--- src/rtl/rae_pkg.sv ---
package rae_pkg;

	// Data path and register file geometry.
	localparam int DATA_W   = 32;
	localparam int IDX_W    = 4;
	localparam int NUM_REGS = 16;
	localparam int REG_AW   = (NUM_REGS > 1) ? $clog2(NUM_REGS) : 1;
	localparam int CNT_W    = $clog2(DATA_W);
	localparam int OP_W     = 3;

	// Operation codes carried by an item.
	typedef enum logic [OP_W-1:0] {
		OP_LDI = 3'd0,
		OP_ADD = 3'd1,
		OP_SUB = 3'd2,
		OP_MUL = 3'd3,
		OP_DIV = 3'd4,
		OP_MOD = 3'd5,
		OP_RD  = 3'd6
	} op_t;

	// Write port of the register file.
	typedef struct packed {
		logic              en;
		logic [IDX_W-1:0]  idx;
		logic [DATA_W-1:0] data;
	} rf_wr_t;

	// An index addresses a real register only when it lies below the register count.
	function automatic logic idx_ok(input logic [IDX_W-1:0] idx);
		return (32'(idx) < NUM_REGS);
	endfunction

endpackage

--- src/rtl/rae_regfile.sv ---
module rae_regfile import rae_pkg::*; (
	input  logic              clk,
	input  logic              arst_n,
	input  logic [IDX_W-1:0]  raddr_a,
	input  logic [IDX_W-1:0]  raddr_b,
	input  rf_wr_t            wr,
	output logic [DATA_W-1:0] rdata_a,
	output logic [DATA_W-1:0] rdata_b
);

	logic [DATA_W-1:0]   mem_q [NUM_REGS];
	logic [NUM_REGS-1:0] valid_q;
	logic                wr_ok;

	assign wr_ok = wr.en && idx_ok(wr.idx);

	// Valid bits stand in for clearing the array: an entry never written reads as zero.
	always_ff @(posedge clk or negedge arst_n) begin
		if (!arst_n) begin
			valid_q <= '0;
		end else if (wr_ok) begin
			valid_q[REG_AW'(wr.idx)] <= 1'b1;
		end
	end

	// Array write and the two registered read ports.
	always_ff @(posedge clk) begin
		if (wr_ok) begin
			mem_q[REG_AW'(wr.idx)] <= wr.data;
		end
		rdata_a <= (idx_ok(raddr_a) && valid_q[REG_AW'(raddr_a)]) ?
			mem_q[REG_AW'(raddr_a)] : '0;
		rdata_b <= (idx_ok(raddr_b) && valid_q[REG_AW'(raddr_b)]) ?
			mem_q[REG_AW'(raddr_b)] : '0;
	end

endmodule

--- src/rtl/register_alu_execute.sv ---
// Execute unit of a small register machine with sixteen 32-bit registers.
// Command channel: an item (op, dest_index, src_index, immediate) is taken at a
// rising edge where start is high and busy is low. busy stays high until the
// item's result has been produced.
// Result channel: done is high for exactly one cycle with reg_value (register A
// after the operation) and zero_divisor. The receiver cannot stall; the result
// is gone after that cycle, and every item gives exactly one result.
// Load, add, sub and read finish in the decode state; mul goes on through
// the iteration and fixup states; div and mod through negate A, negate B,
// iteration and fixup, or finish in decode on a zero divisor. A new item
// may be given in the cycle where done is high. All arithmetic runs through
// one 34-bit adder: mul is shift-and-add and div/mod are restoring division,
// one bit per cycle; the adder also forms each operand magnitude and the final sign fix.
// Reset clears every register to zero and returns the block to idle.
module register_alu_execute import rae_pkg::*; (
	input  logic                     clk,
	input  logic                     arst_n,
	input  logic                     start,
	input  logic [OP_W-1:0]          op,
	input  logic [IDX_W-1:0]         dest_index,
	input  logic [IDX_W-1:0]         src_index,
	input  logic signed [DATA_W-1:0] immediate,
	output logic                     busy,
	output logic                     done,
	output logic signed [DATA_W-1:0] reg_value,
	output logic                     zero_divisor
);

	typedef enum logic [2:0] {
		S_IDLE,
		S_DECODE,
		S_NEG_A,
		S_NEG_B,
		S_ITER,
		S_FIXUP
	} state_t;

	localparam int ADD_W = DATA_W + 2;

	state_t              state_q;
	op_t                 op_q;
	logic [IDX_W-1:0]    dest_q;
	logic [DATA_W-1:0]   imm_q;
	logic [DATA_W-1:0]   opa_q;
	logic [DATA_W-1:0]   opb_q;
	logic [DATA_W-1:0]   acc_q;
	logic                neg_a_q;
	logic                neg_b_q;
	logic [CNT_W-1:0]    cnt_q;
	logic                done_q;
	logic                zdiv_q;
	logic [DATA_W-1:0]   value_q;

	logic [DATA_W-1:0]   rdata_a;
	logic [DATA_W-1:0]   rdata_b;
	rf_wr_t              wr;

	logic [ADD_W-1:0]    add_a;
	logic [ADD_W-1:0]    add_b;
	logic                add_sub;
	logic [ADD_W-1:0]    add_sum;

	logic                fin;
	logic                fin_wr;
	logic                fin_flag;
	logic [DATA_W-1:0]   fin_val;

	rae_regfile u_regfile (
		.clk     (clk),
		.arst_n  (arst_n),
		.raddr_a (dest_index),
		.raddr_b (src_index),
		.wr      (wr),
		.rdata_a (rdata_a),
		.rdata_b (rdata_b)
	);

	// Operand selection for the shared adder.
	always_comb begin
		add_a   = '0;
		add_b   = '0;
		add_sub = 1'b0;
		unique case (state_q)
			S_DECODE: begin
				add_a   = {2'b00, rdata_a};
				add_b   = {2'b00, rdata_b};
				add_sub = (op_q == OP_SUB);
			end
			S_NEG_A: begin
				add_b   = {2'b00, opa_q};
				add_sub = 1'b1;
			end
			S_NEG_B: begin
				add_b   = {2'b00, opb_q};
				add_sub = 1'b1;
			end
			S_ITER: begin
				if (op_q == OP_MUL) begin
					add_a = {2'b00, acc_q};
					add_b = {2'b00, opa_q};
				end else begin
					add_a   = {1'b0, acc_q, opa_q[DATA_W-1]};
					add_b   = {2'b00, opb_q};
					add_sub = 1'b1;
				end
			end
			S_FIXUP: begin
				add_b   = {2'b00, (op_q == OP_MOD) ? acc_q : opa_q};
				add_sub = 1'b1;
			end
			default: begin
				add_sub = 1'b0;
			end
		endcase
	end

	// The shared adder: add, or subtract by inverting and carrying in.
	assign add_sum = add_a + (add_sub ? ~add_b : add_b) + ADD_W'(add_sub);

	// Completion of an item: its value, whether it is written back, and the flag.
	always_comb begin
		fin      = 1'b0;
		fin_wr   = 1'b0;
		fin_flag = 1'b0;
		fin_val  = rdata_a;
		unique case (state_q)
			S_DECODE: begin
				case (op_q) inside
					OP_LDI: begin
						fin     = 1'b1;
						fin_wr  = 1'b1;
						fin_val = imm_q;
					end
					OP_ADD, OP_SUB: begin
						fin     = 1'b1;
						fin_wr  = 1'b1;
						fin_val = add_sum[DATA_W-1:0];
					end
					OP_MUL: begin
						fin = 1'b0;
					end
					OP_DIV, OP_MOD: begin
						fin      = (rdata_b == '0);
						fin_flag = 1'b1;
					end
					default: begin
						fin = 1'b1;
					end
				endcase
			end
			S_FIXUP: begin
				fin    = 1'b1;
				fin_wr = 1'b1;
				case (op_q)
					OP_DIV:  fin_val = (neg_a_q ^ neg_b_q) ? add_sum[DATA_W-1:0] : opa_q;
					OP_MOD:  fin_val = neg_a_q ? add_sum[DATA_W-1:0] : acc_q;
					default: fin_val = acc_q;
				endcase
			end
			default: begin
				fin = 1'b0;
			end
		endcase
	end

	// Write-back into the register file.
	always_comb begin
		wr.en   = fin && fin_wr;
		wr.idx  = dest_q;
		wr.data = fin_val;
	end

	// Sequencer and registered result.
	always_ff @(posedge clk or negedge arst_n) begin
		if (!arst_n) begin
			state_q <= S_IDLE;
			op_q    <= OP_RD;
			dest_q  <= '0;
			imm_q   <= '0;
			opa_q   <= '0;
			opb_q   <= '0;
			acc_q   <= '0;
			neg_a_q <= 1'b0;
			neg_b_q <= 1'b0;
			cnt_q   <= '0;
			done_q  <= 1'b0;
			zdiv_q  <= 1'b0;
			value_q <= '0;
		end else begin
			done_q <= fin;
			zdiv_q <= fin && fin_flag;
			if (fin) begin
				value_q <= idx_ok(dest_q) ? fin_val : '0;
			end
			unique case (state_q)
				S_IDLE: begin
					if (start) begin
						op_q    <= op_t'(op);
						dest_q  <= dest_index;
						imm_q   <= immediate;
						state_q <= S_DECODE;
					end
				end
				S_DECODE: begin
					opa_q   <= rdata_a;
					opb_q   <= rdata_b;
					neg_a_q <= rdata_a[DATA_W-1];
					neg_b_q <= rdata_b[DATA_W-1];
					acc_q   <= '0;
					cnt_q   <= '1;
					if (fin) begin
						state_q <= S_IDLE;
					end else if (op_q == OP_MUL) begin
						state_q <= S_ITER;
					end else begin
						state_q <= S_NEG_A;
					end
				end
				S_NEG_A: begin
					if (neg_a_q) begin
						opa_q <= add_sum[DATA_W-1:0];
					end
					state_q <= S_NEG_B;
				end
				S_NEG_B: begin
					if (neg_b_q) begin
						opb_q <= add_sum[DATA_W-1:0];
					end
					state_q <= S_ITER;
				end
				S_ITER: begin
					if (op_q == OP_MUL) begin
						// Shift-and-add: one multiplier bit per cycle.
						if (opb_q[0]) begin
							acc_q <= add_sum[DATA_W-1:0];
						end
						opa_q <= {opa_q[DATA_W-2:0], 1'b0};
						opb_q <= {1'b0, opb_q[DATA_W-1:1]};
					end else begin
						// Restoring division: keep the trial difference when it is not negative.
						if (!add_sum[ADD_W-1]) begin
							acc_q <= add_sum[DATA_W-1:0];
						end else begin
							acc_q <= {acc_q[DATA_W-2:0], opa_q[DATA_W-1]};
						end
						opa_q <= {opa_q[DATA_W-2:0], ~add_sum[ADD_W-1]};
					end
					cnt_q <= cnt_q - CNT_W'(1);
					if (cnt_q == '0) begin
						state_q <= S_FIXUP;
					end
				end
				S_FIXUP: begin
					state_q <= S_IDLE;
				end
				default: begin
					state_q <= S_IDLE;
				end
			endcase
		end
	end

	assign busy         = (state_q != S_IDLE);
	assign done         = done_q;
	assign zero_divisor = zdiv_q;
	assign reg_value    = value_q;

endmodule

--- config.mk ---
export PLATFORM = sky130hd
export DESIGN_NAME = register_alu_execute
export DESIGN_NICKNAME = d
export VERILOG_FILES = /design/src/rtl/rae_pkg.sv /design/src/rtl/rae_regfile.sv /design/src/rtl/register_alu_execute.sv
export SDC_FILE = /design/constraint.sdc
export NUM_CORES = 1
export LEC_CHECK = 0
export ABC_CLOCK_PERIOD_IN_PS = 8900
export BUFFER_PORTS_ARGS = -buffer_cell sky130_fd_sc_hd__buf_2
export CAP_MARGIN = 20
export CELL_PAD_IN_SITES_DETAIL_PLACEMENT = 1
export CELL_PAD_IN_SITES_GLOBAL_PLACEMENT = 2
export CORE_UTILIZATION = 50
export CTS_CLUSTER_DIAMETER = 30
export DETAILED_ROUTE_END_ITERATION = 8
export PLACE_DENSITY_LB_ADDON = 0.1
export SYNTH_ARGS = -nofsm -noshare
export SYNTH_HDL_FRONTEND = slang
export SYNTH_HIERARCHICAL = 1
export SYNTH_SLANG_ARGS = --single-unit
--- constraint.sdc ---
create_clock -name clk -period 8.9 [get_ports clk]
set_input_delay 1.78 -clock clk [delete_from_list [all_inputs] [get_ports clk]]
set_output_delay 1.78 -clock clk [all_outputs]
set_load 0.05 [all_outputs]
[Word-level counts from Yosys, hierarchy flattened]
Memory sizes are Yosys's and may differ from the RTL's. A register that Yosys moved wholly into a read port is not among the register bits.
Index checks and enable logic that the tools add are counted.
Word-level totals
  ROM bits: 0
  memory bits (writable): 512
  bits in latches: 0
  output and inout port bits: 35
  bits in registers: 195
  memories: 1
Cells by class
  bitwise logic cells: 4
  shift-type cells: 0
  multiplexer cells: 51
  order comparisons: 4
  multiply operators: 0
  add/sub/neg operators: 3
  reductions and logical operators: 21
  divide/modulo/power cells: 0
  equal/unequal tests: 16
Memory list
  u_regfile.mem_q: words 16, bits a word 32, read ports 2, clocked after Yosys merged registers in 2, wr ports 1, line rae_regfile.sv:11  | logic [DATA_W-1:0] mem_q [NUM_REGS];
Operators by type and width (number)
  $mux 32: 12
  $pmux 32 s2: 3
  $pmux 32 s3: 2
  $pmux 32 s5: 1
  $pmux 34 s2: 1
  $add 34x1->34: 1
  $add 34x34->34: 1
  $mux 34: 1
  $not 34->34: 1
  $mux 33: 1
  $logic_not 32->1: 1
  $mux 1: 18
  $or 16x16->16: 1
  $lt 4x5->1 const B: 3
  $pmux 3 s5: 1
  $eq 3x2->1 const B: 4
  $eq 3x3->1 const B: 4
  $mux 3: 4
  $ne 2x2->1 const B: 5
  $pmux 5 s2: 1
  $reduce_bool 3->1: 3
  $bmux 1 s4: 2
  $reduce_and 2->1: 4
  $eq 3x1->1 const B: 2
  16 further kinds: 22

[Logic depth before layout (Yosys ltp)]
Gate-level depths: netlist of the first run.
  depth in word-level cells: 10
  mapped depth: 24
  depth with buffers taken out: 17

[By module]
Netlist of the first run, hierarchy kept.
Modules (own cells, without submodules)
  rae_regfile: area an instance 25334.3 um^2, cells each 1197, times used 1, seq. area each 17056.4 um^2
  register_alu_execute: area an instance 13197.7 um^2, cells each 1571, times used 1, seq. area each 4481.8 um^2

[Least setup slack after synthesis of the first run]
No wires, ideal clock.
  path type: register to register
  start: reg state_q[2]
  end: mem u_regfile.mem_q[0][20], data pin
  clock period less this slack: 5.492 ns
  slack: 3.408 ns
  data required time: 8.573 ns
  arrival: 5.165 ns
  library setup time: 0.327 ns
  cell stages (with the launch flop): 22
  cells stage by stage: dfrtp_1 > buf_2 > clkbuf_1 > inv_1 > nor3_1 > clkbuf_1 > nand2_1 > nand2_1 > clkbuf_1 > a222oi_1 > nand2_1 > mux2i_1 > fa_1 > a21o_1 > a221oi_2 > o211a_4 > o31ai_1 > a221o_1 > a21bo_1 > and3_1 > o31a_1 > nor3_1
On the way
  word-level cells in the longest chain between the ends: 9
Ends and longest elaborated chain
  start, declared: line register_alu_execute.sv:40  | state_t state_q;
  start signal, assigned: line register_alu_execute.sv:176  | state_q <= S_IDLE;
  start signal, assigned: line register_alu_execute.sv:201  | state_q <= S_DECODE;
  start signal, assigned: line register_alu_execute.sv:212  | state_q <= S_IDLE;
  $eq 3x2->1, or another cell as far along: line register_alu_execute.sv:83  | unique case (state_q)
  $reduce_or 3->1 (no line) or $pmux 32 s5 (tied branches)
  $pmux 1 s3 or $not 34->34 (tied branches): line register_alu_execute.sv:83, register_alu_execute.sv:118
  $mux 34: line register_alu_execute.sv:118  | assign add_sum = add_a + (add_sub ? ~add_b : add_b) + ADD_W'(add_sub);
  $add 34x34->34: line register_alu_execute.sv:118
  $add 34x1->34: line register_alu_execute.sv:118
  $mux 32 (on tied branches): line register_alu_execute.sv:156, register_alu_execute.sv:128, register_alu_execute.sv:155
  $pmux 32 s2 or $mux 32 (tied branches): line register_alu_execute.sv:154, register_alu_execute.sv:128
  $pmux 32 s2 *: line register_alu_execute.sv:126  | unique case (state_q)
  named net fin_val[20]: line register_alu_execute.sv:66  | logic [DATA_W-1:0] fin_val;
  end, declared: line rae_regfile.sv:11
The timed path passes the listed nets; every way through them passes the cells marked *.

[Final worst setup path of the first run]
  start: reg state_q[1]
  end: mem u_regfile.mem_q[13][28], data pin
The elaborated chain is that of the path after synthesis.

==> results of run 1 <==
-- where the power goes --
part / internal (uW) / total [uW] / switching [uW]
clock: 4460 / 6740 / 2270
combinational: 1790 / 5680 / 3890
sequential: 4920 / 5660 / 741
total: 11200 / 18100 / 6900
-- area by class of cell --
class / instances / area, sq um / area share
diodes: 1 / 2.50 / 0.0000537
clock buffers: 202 / 4590 / 0.0985
clock inverters: 118 / 1650 / 0.0355
inverters: 16 / 60.1 / 0.00129
multi-input cells: 1761 / 16200 / 0.346
flip-flops and latches: 771 / 21500 / 0.462
well taps: 1030 / 1290 / 0.0276
repair buffers: 179 / 1330 / 0.0285
-- cells by family (layout without fill, tap and decap cells) --
logic type | Yosys count | in the layout
other | 0 | 1
xor gates and xnor gates | 29 | 29
muxes | 421 | 421
adders and majority gates | 35 | 35
and+or+nand+nor | 552 | 552
buffers and inverters | 236 | 515
AOI/OAI and AO/OA | 724 | 724
DFF | 771 | 771
-- metrics by stage --
stage	utilization	total power (uW)	worst slack (ps)	instances	cell area, sq um
floorplan	-	8910	3410	2768	38500
CTS	0.609	17900	1550	4056	46300
global route	0.613	18600	1540	4077	46600
detailed placement	0.527	11100	1600	3736	40100
finish	0.613	18100	1860	4078	46600
global placement	0.526	10900	1950	3732	40100
-- sequential cells by signal, summed over array words and instances (netlist names) --
register	flops
u_regfile/mem_q	512
acc_q	32
imm_q	32
opa_q	32
opb_q	32
reg_value	32
u_regfile/rdata_a	32
u_regfile/rdata_b	32
u_regfile/valid_q	16
cnt_q	5
dest_q	4
op_q	3
state_q	3
done	1
neg_a_q	1
neg_b_q	1
zero_divisor	1
-- cells in the mapped netlist, types with 59 or more instances --
library cell	instances	area [sq um]
sky130_fd_sc_hd__edfxtp_1	512	15400
sky130_fd_sc_hd__nand2_1	269	1010
sky130_fd_sc_hd__mux4_2	264	5950
sky130_fd_sc_hd__dfrtp_1	193	4830
sky130_fd_sc_hd__a22oi_1	160	1200
sky130_fd_sc_hd__nor2_1	138	518
sky130_fd_sc_hd__clkbuf_1	127	477
sky130_fd_sc_hd__o21ai_0	127	636
sky130_fd_sc_hd__a21oi_1	121	606
sky130_fd_sc_hd__mux2i_1	96	961
sky130_fd_sc_hd__dfxtp_1	64	1280
sky130_fd_sc_hd__mux2_2	59	664
-- worst max-delay path by stage --
stage	endpoint	slack, ps	depth (start not counted)
4_1_cts	u_regfile/mem_q[12][28]$_DFFE_PP_	1550	18
3_5_place_dp	u_regfile/mem_q[7][28]$_DFFE_PP_	1600	18
6_report	u_regfile/mem_q[13][28]$_DFFE_PP_	1860	19
5_1_grt	u_regfile/mem_q[8][12]$_DFFE_PP_	1540	17
3_3_place_gp	u_regfile/mem_q[12][30]$_DFFE_PP_	1950	18
2_1_floorplan	u_regfile/mem_q[0][20]$_DFFE_PP_	3410	21
-- routing by layer --
metal	GRT usage	up-vias
met2	0.587	1804
met1	0.482	14814
li1	-	11466
met4	0.193	6
met5	0	-
met3	0.0881	439
==> flow_summary.yaml, run 1 <==
timing:
  worst_clock_skew_ps: 78.9
  grt_setup_unrepaired: "false"
  finalSetupTns_ps: 0
  final_max_slew_viol_count: 0
  max-slew-margin-rel: 0.120
  timing_worst_slew_pin_value_ps: 1320
  fmax_mhz: 142
  finalHoldWorstSlack_ps: 485
  timing.final.crit_period_ps: 7040
  layout_worst_path_cycle_share: 0.791
  report.final.setup_viol: 0
  final-hold-violation-count: 0
setup_path:
  r2r-start: "state_q[1]$_DFFE_PN0P_"
  critPathKind: "reg -> reg"
  worst-endpoint-required_ps: 9480
  cpMaxStageDelayCell: "sky130_fd_sc_hd__dfrtp_1"
  arrival_ps: 7610
  path_cells: "inv_1, nor2_1, nand2_1, nand2_1, buf_4, a222oi_1, nand2_1, mux2i_1, fa_1, a21o_1, a221oi_2, o211a_4, nor4_1, o211ai_1, a21oi_1, o211a_1, o21ai_0, a21oi_1, buf_4"
  crit_family: "compound AO/OA/AOI/OAI gates"
  timing.critical_path.slowest_cell_delay_ps: 880
  endpoint_kind: "flip-flop"
  worst-r2r-setup-slack_ps: 1860
  worst_r2r_path_cells: 19
  worstPathBufferInverterCount: 3
  crit_path_start: "state_q[1]$_DFFE_PN0P_"
  cp_max_fo: 26
  crit_path_start_kind: "flip-flop"
  r2r_end: "u_regfile/mem_q[13][28]$_DFFE_PP_"
  crit_path_frequent_cell: "sky130_fd_sc_hd__nand2_1"
die:
  initial_core_util: 0.506
  die_height_um: 280
  core_region_area_sq_um: 76100
  rows: 101
  num_io_pins: 81
  dieArea_sq_um: 78200
  die_w_um: 280
clock_network:
  clock_insertion_delay_worst_skew_ps: 790
  cts-resized-gates: 0
  postCtsSetupBuffers: 0
  clockBufferDepth: 3
  clk_pin_slew_worst_paths_ps: 50
  clock-root-buffer: "sky130_fd_sc_hd__clkbuf_16"
  count_of_hold_fix_buffers_inserted_at_cts: 0
  htreeDepth: 4
  tritoncts: "done"
  cts_sinks: 771
  cts-buffers-inserted: 171
grt:
  globalRouteTotalUtil: 0.372
  antenna_found_initial: 7
  first_global_vias: 30597
  globalRoute.totalOverflow: 0
  maximum_number_of_pins_on_one_net_before_global_route_repair: 117
  grt_first_pass_wirelength_mm: 210
logic_synthesis:
  postSynthRegisterBits: 771
  synth_compound_area_frac: 0.132
  synth_xor_area_frac: 0.00698
  synth_top_family_by_area: "multiplexers"
  syn_nets: 2849
  yosys_most_used_dff: "sky130_fd_sc_hd__edfxtp_1"
  yosysUniqueCellTypes: 86
  mapped_area_sq_um: 38500
  synthMuxAreaShare: 0.197
  synth-simple-area-share: 0.0635
  synth_edf_count: 512
  synth-warning-count: 6
  seq_area_frac_synth: 0.559
  postSynthAreaPerCell_sq_um: 13.9
  synth_fa_ha_area_frac: 0.0116
  syn-instance-count: 2768
  asyncSetResetFlopFracSynth: 0.253
drt:
  drtIter0Drc: 3253
  detail_route.wirelength.met1_mm: 54.3
  routed.top_layer: "met5"
  met3RoutedLength_mm: 13.8
  ant_nets: 0
  avgRoutedWirePerCell_um: 35.1
  via_per_inst: 7.00
  detail_route.first_pass.iterations: 6
  post-route-drc-count: 0
  finalWirelength_mm: 143
  detailroute.via_count: 28529
  wl_met2_mm: 68.0
flow_run:
  maxCapViolations: 0
min_path:
  worst_hold_path_endpoint: "cnt_q[3]$_DFFE_PN0N_"
  hold-path-cell-count: 1
  hold_path_start: "cnt_q[3]$_DFFE_PN0N_"
  worst_hold_path_type: "reg -> reg"
cells_and_area:
  share_of_cells_above_drive_strength_1: 0.305
  syn_to_final_growth_pct: 21.0
  layout_common_cells: "sky130_fd_sc_hd__edfxtp_1, sky130_fd_sc_hd__nand2_1, sky130_fd_sc_hd__mux4_2"
  layout.cells.most_common: "sky130_fd_sc_hd__edfxtp_1"
  num-nets-final: 2981
  nFillCells: 7041
place:
  gp_congestion: 0.909
  place.port_buffers: 80
  dpl.hpwl_mm: 83.3
pwr:
  p_per_area_nw_per_um2: 388
  vdd_ir_drop_max_mv: 0.275
  leakagePower_uw: 0.0169
outcome:
  outcome: "completed"
Note: power is estimated with default switching activity, not from simulation.
==> inputs of run 2 (changes only) <==
Settings changed: ABC_AREA set to 1, ABC_CLOCK_PERIOD_IN_PS 8900 to 7150, CORE_UTILIZATION 50 to 39.
Clock period 8.9 ns to 7.15 ns, I/O delays scaled along.
==> flow_summary.yaml, run 2 <==
timing:
  timing.final.crit_period_ps: 6250
  final_max_slew_viol_count: 0
  finalHoldWorstSlack_ps: 475
  timing_worst_slew_pin_value_ps: 1190
  post-route-worst-setup-slack_ps: 903
  max-slew-margin-rel: 0.209
  layout_worst_path_cycle_share: 0.874
  final-hold-violation-count: 0
  finalSetupTns_ps: 0
  report.final.setup_viol: 0
  grt_setup_unrepaired: "false"
  worst_clock_skew_ps: 60.0
  fmax_mhz: 160
setup_path:
  worst-endpoint-required_ps: 7650
  worstPathBufferInverterCount: 3
  cp_max_fo: 19
  path_cells: "clkinv_2, nand3_1, nand2_2, inv_1, o21ai_0, a21oi_1, xor2_1, ha_1, nand2_1, nand2_1, o21ai_0, o21ai_2, a21oi_1, o21ai_1, nand2_1, a21boi_1, nand2_1, nand3b_1, nand2_1, inv_1, nand2_1, a21oi_1, and2_1"
  crit_path_start_kind: "flip-flop"
  cpMaxStageDelayCell: "sky130_fd_sc_hd__nand2_2"
  endpoint_kind: "flip-flop"
  crit_path_frequent_cell: "sky130_fd_sc_hd__nand2_1"
  critPathKind: "reg -> reg"
  timing.critical_path.slowest_cell_delay_ps: 720
  crit_family: "simple AND/OR/NAND/NOR gates"
  arrival_ps: 6740
outcome:
  outcome: "completed"
clock_network:
  postCtsSetupBuffers: 0
  tritoncts: "done"
  clockBufferDepth: 3
  cts-resized-gates: 0
  clock_insertion_delay_worst_skew_ps: 800
  htreeDepth: 4
  clock-root-buffer: "sky130_fd_sc_hd__clkbuf_16"
  count_of_hold_fix_buffers_inserted_at_cts: 0
  clk_pin_slew_worst_paths_ps: 40
  cts_sinks: 771
  cts-buffers-inserted: 210
drt:
  detailroute.via_count: 40065
  drtIter0Drc: 3310
  post-route-drc-count: 0
  finalWirelength_mm: 188
  via_per_inst: 5.67
  detail_route.first_pass.iterations: 7
  avgRoutedWirePerCell_um: 26.6
  ant_nets: 0
die:
  rows: 121
  die_w_um: 333
  dieArea_sq_um: 111000
  die_height_um: 333
  num_io_pins: 81
  core_region_area_sq_um: 109000
  initial_core_util: 0.394
grt:
  globalRouteTotalUtil: 0.336
  grt_first_pass_wirelength_mm: 275
  globalRoute.totalOverflow: 0
  first_global_vias: 41087
  maximum_number_of_pins_on_one_net_before_global_route_repair: 170
  antenna_found_initial: 5
place:
  preCtsSetupSlack_ps: 920
  place.port_buffers: 80
  dpl.hpwl_mm: 113
  gp_congestion: 0.956
logic_synthesis:
  postSynthRegisterBits: 771
  netlist_top_cells_area: "sky130_fd_sc_hd__edfxtp_1, sky130_fd_sc_hd__nand2_1, sky130_fd_sc_hd__nand3_1, sky130_fd_sc_hd__dfrtp_1, sky130_fd_sc_hd__inv_1"
  yosysUniqueCellTypes: 57
  synth_edf_count: 512
  synth_top_family_by_area: "simple AND/OR/NAND/NOR gates"
  yosys_most_used_dff: "sky130_fd_sc_hd__edfxtp_1"
  synth_fa_ha_area_frac: 0.0104
  syn-instance-count: 5395
  synth_compound_area_frac: 0.0769
  synth_xor_area_frac: 0.0111
  seq_area_frac_synth: 0.503
  synth_commonest_cells: "sky130_fd_sc_hd__nand2_1, sky130_fd_sc_hd__nand3_1, sky130_fd_sc_hd__inv_1"
  syn_nets: 5476
  synthMuxAreaShare: 0.00972
  postSynthAreaPerCell_sq_um: 7.94
  synth-warning-count: 6
  asyncSetResetFlopFracSynth: 0.253
  mapped_area_sq_um: 42900
  synth-simple-area-share: 0.284
  yosysMostFrequentCell: "sky130_fd_sc_hd__nand2_1"
  yosys.area.top_type_share: 0.359
  yosysTopAreaCell: "sky130_fd_sc_hd__edfxtp_1"
min_path:
  worst_hold_path_type: "reg -> reg"
pwr:
  p_per_area_nw_per_um2: 462
  vdd_ir_drop_max_mv: 0.471
  final_total_power_uw: 24100
  leakagePower_uw: 0.0238
cells_and_area:
  num-nets-final: 5546
  largest_register_ffs: 512
  layout.cells.most_common: "sky130_fd_sc_hd__nand2_1"
  nFillCells: 12866
  top_register: "u_regfile/mem_q"
  syn_to_final_growth_pct: 21.6
  antenna-diode-count: 0
  finalCoreUtilization: 0.479
  layout_common_cells: "sky130_fd_sc_hd__nand2_1, sky130_fd_sc_hd__nand3_1, sky130_fd_sc_hd__inv_1"
  share_of_cells_above_drive_strength_1: 0.118
flow_run:
  maxCapViolations: 0
run 2: cell count changes in the layout (fill, tap and decap cells not counted), moves of 27 or more:
cell and change:
sky130_fd_sc_hd__clkbuf_16 +40, sky130_fd_sc_hd__a22oi_1 -123, sky130_fd_sc_hd__nand2_1 +1368, sky130_fd_sc_hd__o221ai_1 +30
sky130_fd_sc_hd__o21ai_1 +35, sky130_fd_sc_hd__mux4_2 -264, sky130_fd_sc_hd__a221oi_1 +32, sky130_fd_sc_hd__mux2i_1 -95
sky130_fd_sc_hd__a22o_1 -28, sky130_fd_sc_hd__nand3_1 +967, sky130_fd_sc_hd__inv_1 +781, sky130_fd_sc_hd__a21oi_2 -42
sky130_fd_sc_hd__a222oi_1 -32, sky130_fd_sc_hd__xor2_1 +27
run 2: cell type report:
| class | instances | area (sq um) | area share |
|---|---|---|---|
| sequential | 771 | 21500 | 0.413 |
| multi-input combinational | 3480 | 17000 | 0.326 |
| clock buffer | 262 | 5750 | 0.110 |
| inverter | 821 | 3110 | 0.0597 |
| tap | 1414 | 1770 | 0.0339 |
| clock inverter | 133 | 1650 | 0.0316 |
| timing repair buffer | 181 | 1320 | 0.0254 |
run 2: path summary, 6_finish.rpt:
path / startpoint / end / slack [ps] / cells after the start
max: state_q[2]$_DFFE_PN0P_ / u_regfile/mem_q[6][24]$_DFFE_PP_ / 900 / 23
min in group asynchronous: arst_n / imm_q[30]$_DFFE_PN0P_ / 600 / 1
min: reg_value[7]$_DFFE_PN0P_ / reg_value[7]$_DFFE_PN0P_ / 480 / 2
min reg2reg: reg_value[7]$_DFFE_PN0P_ / reg_value[7]$_DFFE_PN0P_ / 480 / 2
max reg2reg: state_q[2]$_DFFE_PN0P_ / u_regfile/mem_q[6][24]$_DFFE_PP_ / 900 / 23
max in group asynchronous: arst_n / opb_q[4]$_DFFE_PN0P_ / 5290 / 2
run 2: worst reg2reg max path: stages, from the launching register on:
cell and delay [ps]:
sky130_fd_sc_hd__dfrtp_1 450, sky130_fd_sc_hd__clkinv_2 150, sky130_fd_sc_hd__nand3_1 520, sky130_fd_sc_hd__nand2_2 720, sky130_fd_sc_hd__inv_1 530, sky130_fd_sc_hd__o21ai_0 300
sky130_fd_sc_hd__a21oi_1 70, sky130_fd_sc_hd__xor2_1 150, sky130_fd_sc_hd__ha_1 400, sky130_fd_sc_hd__nand2_1 80, sky130_fd_sc_hd__nand2_1 60, sky130_fd_sc_hd__o21ai_0 150
sky130_fd_sc_hd__o21ai_2 320, sky130_fd_sc_hd__a21oi_1 180, sky130_fd_sc_hd__o21ai_1 270, sky130_fd_sc_hd__nand2_1 130, sky130_fd_sc_hd__a21boi_1 280, sky130_fd_sc_hd__nand2_1 160
sky130_fd_sc_hd__nand3b_1 110, sky130_fd_sc_hd__nand2_1 100, sky130_fd_sc_hd__inv_1 110, sky130_fd_sc_hd__nand2_1 60, sky130_fd_sc_hd__a21oi_1 180, sky130_fd_sc_hd__and2_1 510
run 2: kinds of logic (layout without fill, tap and decap cells):
logic type / after synthesis / count (layout)
AND/OR/NAND/NOR: 2848 / 2848
AO/OA/AOI/OAI: 509 / 509
multiplexers: 37 / 37
buffers and inverters: 1144 / 1397
XOR/XNOR: 51 / 51
adder cells (fa/ha/maj): 35 / 35
flip-flops: 771 / 771
run 2: through the flow:
step / std cells / instance area (sq um)
2_1_floorplan: 5395 / 42900
3_3_place_gp: 6663 / 44600
3_5_place_dp: 6665 / 44700
4_1_cts: 7060 / 52100
5_1_grt: 7062 / 52100
6_report: 7062 / 52100
run 2: layer usage:
layer / routed length (um) / vias to the layer above / track usage
li1: - / 17957 / -
met1: 80000 / 20171 / 0.442
met2: 87500 / 1528 / 0.542
met3: 12500 / 405 / 0.0605
met4: 7840 / 4 / 0.144
met5: 30 / - / 0
run 2: report_power, final:
group / internal, uW / switching [uW]
clock network: 6730 / 2960
logic: 1980 / 5900
registers: 5910 / 607
total: 14600 / 9470
